### src/design/pff_pkg.sv
`timescale 1ns / 1ps

package pff_pkg;

    // Fixed header layout: 4 magic bytes, 4 sequence bytes, 1 index/count byte
    localparam int HEADER_BYTES = 9;
    localparam int COUNT_W      = 4;
    localparam int LEN_W        = 16;
    localparam int ACC_W        = LEN_W + COUNT_W;

    // Configuration register indexes
    localparam logic REG_FRAGMENT_SIZE = 1'b0;
    localparam logic REG_HEADER_MAGIC  = 1'b1;

    // Result kinds driven into the output register
    localparam logic [1:0] EMIT_ERR  = 2'd0;
    localparam logic [1:0] EMIT_HDR  = 2'd1;
    localparam logic [1:0] EMIT_BODY = 2'd2;

    typedef struct packed {
        logic [7:0]         payload_byte;
        logic               message_start;
        logic [LEN_W-1:0]   message_length;
        logic signed [31:0] msg_seq;
    } in_beat_t;

    typedef struct packed {
        logic [7:0] out_byte;
        logic       is_header;
        logic       fragment_end;
        logic       message_end;
        logic       status;
        logic       run_last;
    } out_beat_t;

    typedef struct packed {
        logic       load_in;
        logic       div_init;
        logic       div_step;
        logic       commit;
        logic       emit;
        logic [1:0] emit_sel;
    } cmd_t;

    typedef struct packed {
        logic start;
        logic in_msg;
        logic init_bad;
        logic div_ge;
        logic k_max;
        logic offset_zero;
        logic hdr_last;
        logic out_free;
    } sts_t;

endpackage

### src/design/packet_fragment_framer.sv
`timescale 1ns / 1ps
// Flow: a payload beat is registered on acceptance and then decided on; a message's
// first beat runs the count search (up to MAX_FRAGMENTS), and a fragment header goes
// out ahead of the first body byte of each fragment. A new beat is accepted only once
// the controller is back in idle; all results leave through one output register.
// Reset: synchronous, active low; clears the controller, the output valid, the message
// flag and header byte counter, and restores fragment_size 1400 and header_magic 0xFFFFFFFE.
module packet_fragment_framer #(
    parameter int MAX_FRAGMENTS = 15
) (
    input  logic               aclk,
    input  logic               aresetn,
    input  logic               cfg_wr_en,
    input  logic               cfg_index,
    input  logic [31:0]        cfg_wdata,
    input  logic               s_valid,
    output logic               s_ready,
    input  pff_pkg::in_beat_t  s_data,
    output logic               m_valid,
    input  logic               m_ready,
    output pff_pkg::out_beat_t m_data
);

    pff_pkg::cmd_t cmd;
    pff_pkg::sts_t sts;

    // Sequencer
    pff_ctrl u_ctrl (
        .aclk    (aclk),
        .aresetn (aresetn),
        .s_valid (s_valid),
        .s_ready (s_ready),
        .sts     (sts),
        .cmd     (cmd)
    );

    // Registers, count search and byte selection
    pff_datapath #(
        .MAX_FRAGMENTS (MAX_FRAGMENTS)
    ) u_datapath (
        .aclk      (aclk),
        .aresetn   (aresetn),
        .cfg_wr_en (cfg_wr_en),
        .cfg_index (cfg_index),
        .cfg_wdata (cfg_wdata),
        .s_data    (s_data),
        .m_data    (m_data),
        .m_valid   (m_valid),
        .m_ready   (m_ready),
        .cmd       (cmd),
        .sts       (sts)
    );

endmodule

### src/design/pff_ctrl.sv
`timescale 1ns / 1ps

module pff_ctrl (
    input  logic          aclk,
    input  logic          aresetn,
    input  logic          s_valid,
    output logic          s_ready,
    input  pff_pkg::sts_t sts,
    output pff_pkg::cmd_t cmd
);

    localparam logic [2:0] ST_IDLE   = 3'd0;
    localparam logic [2:0] ST_DECIDE = 3'd1;
    localparam logic [2:0] ST_DIV    = 3'd2;
    localparam logic [2:0] ST_ERR    = 3'd3;
    localparam logic [2:0] ST_HDR    = 3'd4;
    localparam logic [2:0] ST_BODY   = 3'd5;

    logic [2:0] state_reg, state_next;

    // State register
    always_ff @(posedge aclk) begin
        if (!aresetn) begin
            state_reg <= ST_IDLE;
        end else begin
            state_reg <= state_next;
        end
    end

    // Next state and commands
    always_comb begin
        state_next   = state_reg;
        cmd          = '0;
        cmd.emit_sel = pff_pkg::EMIT_BODY;
        s_ready      = 1'b0;
        case (state_reg)
            ST_IDLE: begin
                s_ready     = 1'b1;
                cmd.load_in = s_valid;
                if (s_valid) begin
                    state_next = ST_DECIDE;
                end
            end
            ST_DECIDE: begin
                if (sts.start) begin
                    cmd.div_init = 1'b1;
                    state_next   = sts.init_bad ? ST_ERR : ST_DIV;
                end else if (!sts.in_msg) begin
                    state_next = ST_IDLE;
                end else begin
                    state_next = sts.offset_zero ? ST_HDR : ST_BODY;
                end
            end
            ST_DIV: begin
                // one multiple of the body size per cycle until it covers the length or the count is at its maximum
                if (sts.div_ge) begin
                    cmd.commit = 1'b1;
                    state_next = ST_HDR;
                end else if (sts.k_max) begin
                    state_next = ST_ERR;
                end else begin
                    cmd.div_step = 1'b1;
                end
            end
            ST_ERR: begin
                if (sts.out_free) begin
                    cmd.emit     = 1'b1;
                    cmd.emit_sel = pff_pkg::EMIT_ERR;
                    state_next   = ST_IDLE;
                end
            end
            ST_HDR: begin
                if (sts.out_free) begin
                    cmd.emit     = 1'b1;
                    cmd.emit_sel = pff_pkg::EMIT_HDR;
                    if (sts.hdr_last) begin
                        state_next = ST_BODY;
                    end
                end
            end
            ST_BODY: begin
                if (sts.out_free) begin
                    cmd.emit     = 1'b1;
                    cmd.emit_sel = pff_pkg::EMIT_BODY;
                    state_next   = ST_IDLE;
                end
            end
            default: begin
                state_next = ST_IDLE;
            end
        endcase
    end

endmodule

### src/design/pff_datapath.sv
`timescale 1ns / 1ps

module pff_datapath #(
    parameter int MAX_FRAGMENTS = 15
) (
    input  logic                 aclk,
    input  logic                 aresetn,
    input  logic                 cfg_wr_en,
    input  logic                 cfg_index,
    input  logic [31:0]          cfg_wdata,
    input  pff_pkg::in_beat_t    s_data,
    output pff_pkg::out_beat_t   m_data,
    output logic                 m_valid,
    input  logic                 m_ready,
    input  pff_pkg::cmd_t        cmd,
    output pff_pkg::sts_t        sts
);

    localparam int LW = pff_pkg::LEN_W;
    localparam int CW = pff_pkg::COUNT_W;
    localparam int AW = pff_pkg::ACC_W;

    // Configuration
    logic [LW-1:0] frag_size_reg;
    logic [31:0]   magic_reg;

    // Held input beat
    pff_pkg::in_beat_t in_reg;

    // Message state
    logic          in_message_reg, in_message_next;
    logic [LW-1:0] body_bytes_reg;
    logic [CW-1:0] frag_total_reg;
    logic [CW-1:0] frag_index_reg, frag_index_next;
    logic [LW-1:0] offset_reg, offset_next;
    logic [LW-1:0] bytes_left_reg, bytes_left_next;
    logic [31:0]   held_seq_reg;

    // Fragment count search and header byte counter
    logic [AW-1:0] acc_reg;
    logic [CW-1:0] k_reg;
    logic [3:0]    hcnt_reg;

    // Output register
    logic               m_valid_reg, m_valid_next;
    pff_pkg::out_beat_t m_data_reg, m_data_next;

    logic [LW-1:0] body_calc;
    logic [LW-1:0] off_inc;
    logic [LW-1:0] left_dec;
    logic          msg_end;
    logic          frag_end;
    logic [7:0]    hdr_byte;
    logic          out_free;

    assign body_calc = frag_size_reg - LW'(pff_pkg::HEADER_BYTES);
    assign off_inc   = offset_reg + 1'b1;
    assign left_dec  = bytes_left_reg - 1'b1;
    assign msg_end   = (left_dec == '0);
    assign frag_end  = msg_end || (off_inc >= body_bytes_reg);
    assign out_free  = !m_valid_reg || m_ready;

    // Header byte select: magic, then sequence, then index/count nibbles
    always_comb begin
        case (hcnt_reg)
            4'd0, 4'd1, 4'd2, 4'd3: hdr_byte = 8'(magic_reg >> {hcnt_reg[1:0], 3'b000});
            4'd4, 4'd5, 4'd6, 4'd7: hdr_byte = 8'(held_seq_reg >> {hcnt_reg[1:0], 3'b000});
            default:                hdr_byte = {frag_index_reg, frag_total_reg};
        endcase
    end

    // Status to the controller
    always_comb begin
        sts.start       = in_reg.message_start;
        sts.in_msg      = in_message_reg;
        sts.init_bad    = (frag_size_reg <= LW'(pff_pkg::HEADER_BYTES))
                          || (in_reg.message_length == '0);
        sts.div_ge      = (acc_reg >= AW'(in_reg.message_length));
        sts.k_max       = (k_reg == CW'(MAX_FRAGMENTS));
        sts.offset_zero = (offset_reg == '0);
        sts.hdr_last    = (hcnt_reg == 4'(pff_pkg::HEADER_BYTES - 1));
        sts.out_free    = out_free;
    end

    // Message state and output next values
    always_comb begin
        in_message_next = in_message_reg;
        frag_index_next = frag_index_reg;
        offset_next     = offset_reg;
        bytes_left_next = bytes_left_reg;
        m_valid_next    = m_valid_reg && !m_ready;
        m_data_next     = m_data_reg;
        if (cmd.commit) begin
            in_message_next = 1'b1;
            frag_index_next = '0;
            offset_next     = '0;
            bytes_left_next = in_reg.message_length;
        end
        if (cmd.emit) begin
            m_valid_next = 1'b1;
            m_data_next  = '0;
            case (cmd.emit_sel)
                pff_pkg::EMIT_ERR: begin
                    in_message_next          = 1'b0;
                    m_data_next.message_end  = 1'b1;
                    m_data_next.status       = 1'b1;
                    m_data_next.run_last     = 1'b1;
                end
                pff_pkg::EMIT_HDR: begin
                    m_data_next.out_byte  = hdr_byte;
                    m_data_next.is_header = 1'b1;
                end
                default: begin
                    m_data_next.out_byte     = in_reg.payload_byte;
                    m_data_next.fragment_end = frag_end;
                    m_data_next.message_end  = msg_end;
                    m_data_next.run_last     = 1'b1;
                    bytes_left_next          = left_dec;
                    offset_next              = frag_end ? '0 : off_inc;
                    if (frag_end) begin
                        frag_index_next = frag_index_reg + 1'b1;
                    end
                    if (msg_end) begin
                        in_message_next = 1'b0;
                    end
                end
            endcase
        end
    end

    // Control registers
    always_ff @(posedge aclk) begin
        if (!aresetn) begin
            frag_size_reg  <= LW'(1400);
            magic_reg      <= 32'hFFFF_FFFE;
            in_message_reg <= 1'b0;
            m_valid_reg    <= 1'b0;
            hcnt_reg       <= '0;
        end else begin
            if (cfg_wr_en) begin
                case (cfg_index)
                    pff_pkg::REG_FRAGMENT_SIZE: frag_size_reg <= cfg_wdata[LW-1:0];
                    pff_pkg::REG_HEADER_MAGIC:  magic_reg     <= cfg_wdata;
                    default: ;
                endcase
            end
            in_message_reg <= in_message_next;
            m_valid_reg    <= m_valid_next;
            if (cmd.emit && cmd.emit_sel == pff_pkg::EMIT_HDR) begin
                hcnt_reg <= sts.hdr_last ? '0 : hcnt_reg + 1'b1;
            end
        end
    end

    // Payload registers
    always_ff @(posedge aclk) begin
        if (cmd.load_in) begin
            in_reg <= s_data;
        end
        if (cmd.div_init) begin
            body_bytes_reg <= body_calc;
            acc_reg        <= AW'(body_calc);
            k_reg          <= CW'(1);
        end else if (cmd.div_step) begin
            acc_reg <= acc_reg + AW'(body_bytes_reg);
            k_reg   <= k_reg + 1'b1;
        end
        if (cmd.commit) begin
            frag_total_reg <= k_reg;
            held_seq_reg   <= in_reg.msg_seq;
        end
        frag_index_reg <= frag_index_next;
        offset_reg     <= offset_next;
        bytes_left_reg <= bytes_left_next;
        m_data_reg     <= m_data_next;
    end

    assign m_valid = m_valid_reg;
    assign m_data  = m_data_reg;

endmodule
### config.mk
export PLATFORM = sky130hd
export DESIGN_NAME = packet_fragment_framer
export DESIGN_NICKNAME = d
export VERILOG_FILES = /design/src/design/pff_pkg.sv /design/src/design/packet_fragment_framer.sv /design/src/design/pff_ctrl.sv /design/src/design/pff_datapath.sv
export SDC_FILE = /design/constraint.sdc
export NUM_CORES = 1
export LEC_CHECK = 0
export ABC_AREA = 1
export BUFFER_PORTS_ARGS = -buffer_cell sky130_fd_sc_hd__buf_4
export CAP_MARGIN = 40
export CORE_MARGIN = 2
export CORE_UTILIZATION = 35
export DETAILED_ROUTE_END_ITERATION = 8
export GPL_TIMING_DRIVEN = 0
export MAX_ROUTING_LAYER = met4
export PLACE_DENSITY = 0.5
export SLEW_MARGIN = 10
export SYNTH_ARGS = -nofsm -noshare
export SYNTH_HDL_FRONTEND = slang
export SYNTH_SLANG_ARGS = --single-unit
### constraint.sdc
create_clock -name aclk -period 6.2 [get_ports aclk]
set_input_delay 0.62 -clock aclk [delete_from_list [all_inputs] [get_ports aclk]]
set_output_delay 0.62 -clock aclk [all_outputs]
set_load 0.01 [all_outputs]
== Yosys cells after proc, flatten, opt, wreduce, memory -nomap -nowiden ==
Cells that the tools add are included.

* Add/sub/neg operators: 7
* $lt $le $gt $ge: 3
* Equality and inequality tests: 20
* Shift operators: 2
* Mux-type cells: 48
* Bitwise gates (word level): 1
* Reduce and logical (&&, ||, !) cells: 21

{| class="wikitable"
|+ Operators with widths
! kind !! count
|-
| two-way mux 16 bit || 9
|-
| >> shifter 32 x 5 -> 8 bit || 2
|-
| zero test 16 bit || 3
|-
| two-way mux 3 bit || 11
|-
| case mux 8 bit (2 select lines) || 2
|-
| adder 20 x 16 -> 20 bit || 1
|-
| greater-or-equal comparator 20 x 16 -> 1 bit || 1
|-
| two-way mux 4 bit || 5
|-
| adder 16 x 1 -> 16 bit (second input constant) || 1
|-
| equality test 4 x 3 -> 1 bit (second input constant) || 4
|-
| greater-or-equal comparator 16 bit || 1
|-
| <= comparator 16 x 4 -> 1 bit (second input constant) || 1
|-
| two-way mux 1 bit || 16
|-
| subtractor 16 x 1 -> 16 bit (second input constant) || 1
|-
| subtractor 16 x 4 -> 16 bit (second input constant) || 1
|-
| case mux 3 bit (5 select lines) || 1
|-
| adder 4 x 1 -> 4 bit (second input constant) || 3
|-
| case mux 3 bit (3 select lines) || 1
|-
| equality test 4 x 2 -> 1 bit (second input constant) || 2
|-
| equality test 4 bit (second input constant) || 2
|-
| OR reduction 4 bit || 2
|-
| equality test 3 x 2 -> 1 bit (second input constant) || 2
|-
| equality test 3 bit (second input constant) || 2
|-
| != test 2 x 1 -> 1 bit (second input constant) || 3
|-
| 18 further kinds || 25
|}

* Flip-flop bits (word level): 239
* Input bits: 95
* Output and inout port bits: 15
* Logic and storage cells: 127

== Longest topological paths before layout ==
* Depth after elaboration: 8
* Gate-level depth with buffers: 21
* Mapped depth without buffers: 21

== Cells and area by module ==
A second synthesis with hierarchy kept.

* Cells, all modules: 1,421
* Area, all modules: 12,167.9 um^2

{| class="wikitable"
|+ Modules (own cells, without submodules)
! module !! instances !! cells an instance !! area each (um^2)
|-
| pff_datapath || 1 || 1,351 || 11,762.5
|-
| pff_ctrl || 1 || 70 || 405.4
|}

== Worst setup path after synthesis ==
No wires, ideal clock.

* Path type: input to register
* From: input s_valid
* To: register u_datapath.in_reg[0] (netlist bit), enable pin
* Data arrival time: 4.540 ns
* Path slack: 1.118 ns
* Cell stages on the path: 2
* Path buffers: 0
* Cell sequence: inv_1 > nor3_1

{| class="wikitable"
|+ RTL lines
! item !! line !! RTL
|-
| start: declaration || packet_fragment_framer.sv:16 || <nowiki>input logic s_valid,</nowiki>
|-
| end signal: assignment || pff_datapath.sv:158 || <nowiki>in_reg <= s_data;</nowiki>
|-
| end: declaration || pff_datapath.sv:28 || <nowiki>pff_pkg::in_beat_t in_reg;</nowiki>
|}

== Worst setup path in the final report ==
* From: register u_datapath.offset_reg[0]
* To: register u_datapath.offset_reg[14]

* Word-level cells in the longest chain between the ends: 6

{| class="wikitable"
|+ RTL lines
! item !! line !! RTL
|-
| start: declaration || pff_datapath.sv:35 || <nowiki>logic [LW-1:0] offset_reg, offset_next;</nowiki>
|-
| start signal: assignment || pff_datapath.sv:173 || <nowiki>offset_reg <= offset_next;</nowiki>
|-
| adder 16 x 1 -> 16 bit (*) || pff_datapath.sv:57 || <nowiki>assign off_inc = offset_reg + 1'b1;</nowiki>
|-
| greater-or-equal comparator 16 bit || pff_datapath.sv:60 || <nowiki>assign frag_end = msg_end || (off_inc >= body_bytes_reg);</nowiki>
|-
| logical OR 1 bit || pff_datapath.sv:60 ||
|-
| two-way mux 16 bit (*) || pff_datapath.sv:119 || <nowiki>offset_next = frag_end ? '0 : off_inc;</nowiki>
|-
| two-way mux 16 bit (*) || pff_datapath.sv:102 || <nowiki>case (cmd.emit_sel)</nowiki>
|-
| two-way mux 16 bit (*) || pff_datapath.sv:99 || <nowiki>if (cmd.emit) begin</nowiki>
|-
| named net u_datapath.offset_next[14] || pff_datapath.sv:35 ||
|}

The timed path passes the listed nets; every way through them passes the cells marked *.
A chain may end at the register's enable or synchronous reset.

==> reports/qor.csv <==
metric,value,unit
status,"complete, no violations",
routed length per instance,14.8,um
CTS resizes,0,
Antenna Nets Post-Route,0,
die area,35300,um^2
pin count of the biggest net entering global routing,35,
routed vias/inst,4.63,
nets,1685,
"commonest cells after routing, fill and taps aside","nand2_1, inv_1, nand3_1, edfxtp_1, buf_4",
Slew Limit Fails,0,
Clock Tree Root,clkbuf_16,
HP Start,s_data[4],
CTS tree,done,
FF-to-FF path depth,21,
Initial Utilization,0.354,
# rows,67,
Total Routing Usage GR,0.176,
"top cells by area, synth","edfxtp_1, dfxtp_1, nand2_1",
largest area contributor in the netlist,edfxtp_1,
core area,33400,um^2
worst hold path stage count,1,
final setup fails,0,
distinct cell type count after synthesis,43,
area grow syn2layout,20.4,%
r2r startpoint,u_datapath.offset_reg[0]$_DFF_P_,
Arrival @ worst endpoint,4110,ps
Least-Margin Pin Slew,744,ps
clock latency on the worst-skew pair,570,ps
Slew headroom,0.503,
clock sinks,239,
First-pass DRT Iterations,5,
Clock Tree Buf Depth,3,
RSZ-0062 raised after global routing,no,
CP endpoint kind,register,
internal reg-to-reg setup slack,2600,ps
Synth Instances,1388,
hold buffers post-CTS,0,
gpl congestion,0.894,
Cell Pwr Density,408,nW/um^2
crit path time final,3600,ps
height of the chip,188,um
H-tree levels,1,
syn_area_per_cell,8.53,um^2
CP Launch Type,register,
CP required,6710,ps
sequential share of the synthesized area,0.521,
Synth top area share,0.350,
initial antenna violation count,0,
max reg flops,56,
Tcrit/Tclk final,0.581,
VDD IR max,0.237,mV
Total Power,5.81,mW
Final Hold Fails,0,
I/O Buffers,108,
crit path kind,register to register,
R2R Path End,u_datapath.offset_reg[14]$_DFF_P_,
first-pass GRT wire length,48.0,mm
DRC Markers,0,
CP max FO,10,
# IOs,110,
initial drt markers,541,
share of cells above drive strength 1,0.130,
Yosys Warn Count,0,
"FF+latch count, synth",239,
WHS,228,ps
number of max-cap violations,0,
Pleak,6.39,nW
Fmax achieved,278,MHz
Setup Skew,11.6,ps
Chip Width,188,um
final wirelength,29.7,mm
Worst-path clk slew,60,ps
"commonest non-fill, non-tap cell in the layout",nand2_1,
# diodes,0,
syn_nets,1542,
number of global-route vias before repair,9043,
fillers,3365,
CTS Buf Count,27,
Mapped Area,11800,um^2
via total after detailed routing,9252,
GR Overflow Total,0,
DP Wirelength,22.8,mm
Post-CTS Setup Inserts,0,
Hold Path End,u_datapath.in_reg[4]$_DFFE_PP_,
Min-Delay Path Class,input pin to register,
Yosys cell counts (all sizes together):
master  instances
a32o            3
xor2           35
or2             2
clkinv          1
nor2          117
nand3         140
and3            1
inv           160
a21o            2
a31oi           4
fa              1
nor3           15
o21a            1
nand4          16
buf             8
o31ai           3
clkbuf         33
nand3b          4
o22ai           1
a21boi          4
o21ai          69
o21bai          2
edfxtp        138
o211ai          4
xnor2           5
dfxtp         101
nor4            3
ha             58
nand2         403
a21oi          54
power breakdown:
part | internal (mW) | switching [mW] | total [mW] | leakage, nW
clock network | 1.05 | 0.699 | 1.75 | 0.474
logic | 0.611 | 1.07 | 1.69 | 3.80
registers | 2.15 | 0.230 | 2.38 | 2.11
worst max-delay path by stage:
stage	from	to	slack, ps	cells past startpoint
2_1_floorplan	s_valid	u_datapath.in_reg[0]$_DFFE_PP_	1120	2
4_1_cts	u_datapath.offset_reg[0]$_DFF_P_	u_datapath.offset_reg[14]$_DFF_P_	2510	21
5_1_grt	u_datapath.offset_reg[0]$_DFF_P_	u_datapath.offset_reg[5]$_DFF_P_	2140	21
3_3_place_gp	s_valid	u_datapath.in_reg[4]$_DFFE_PP_	-1130	3
6_report	u_datapath.offset_reg[0]$_DFF_P_	u_datapath.offset_reg[14]$_DFF_P_	2600	21
3_5_place_dp	u_datapath.offset_reg[0]$_DFF_P_	u_datapath.offset_reg[13]$_DFF_P_	2530	21
per-layer routing:
layer | vias up | GRT usage | share of wire | wire (um)
li1 | 4877 | - | - | -
met1 | 4126 | 0.230 | 0.47 | 14000
met2 | 197 | 0.286 | 0.46 | 13600
met3 | 52 | 0.0266 | 0.043 | 1270
met4 | 0 | 0.0491 | 0.026 | 781
met5 | - | - | 0 | 0
critical path: stages, from the launching register on:
cell and delay, ps:
dfxtp_1 410, ha_1 210, nand3_1 120, nor2_1 110
nand2_1 110, nor3_1 270, nand3_1 160, nor2_1 120
nand2_1 70, xor2_1 140, inv_1 90, ha_1 270
nand4_1 110, a21oi_1 50, nor2_1 90, nand2_1 60
a21oi_1 480, nand2_4 160, nor2_8 210, buf_8 170
nand2_1 50, nand2_1 60
kinds of logic (layout without fill, tap and decap cells):
group           Yosys count  in the layout  share of synthesized area
xor+xnor                 40             40                     0.0302
compound gates          147            147                     0.0676
fa+ha+maj                59             59                     0.0630
simple gates            701            701                      0.253
buf+inv                 202            366                     0.0657
flops                   239            239                      0.521
cell type report:
type / count / area [um^2] / share of cell area
clock inverters: 21 / 264 / 0.0185
clock buffers: 29 / 714 / 0.0501
plain buffers: 41 / 171 / 0.0120
repair buffers: 114 / 868 / 0.0609
well taps: 448 / 561 / 0.0393
multi-input cells: 947 / 4910 / 0.344
flip-flops and latches: 239 / 6170 / 0.432
inverters: 161 / 607 / 0.0426
metrics by stage:
| step | TNS, ps | setup WS (ps) | instance area [um^2] | instances | utilization |
|---|---|---|---|---|---|
| finish | 0 | 2600 | 14300 | 2000 | 0.426 |
| CTS | 0 | 2510 | 14300 | 2000 | 0.426 |
| detailed placement | 0 | 2530 | 13300 | 1950 | 0.397 |
| global placement | -63670 | -1130 | 13200 | 1944 | 0.395 |
| global route | 0 | 2140 | 14300 | 2000 | 0.426 |
| floorplan | 0 | 1120 | 11800 | 1388 | - |
No activity file was read; power rests on OpenSTA's default activity.
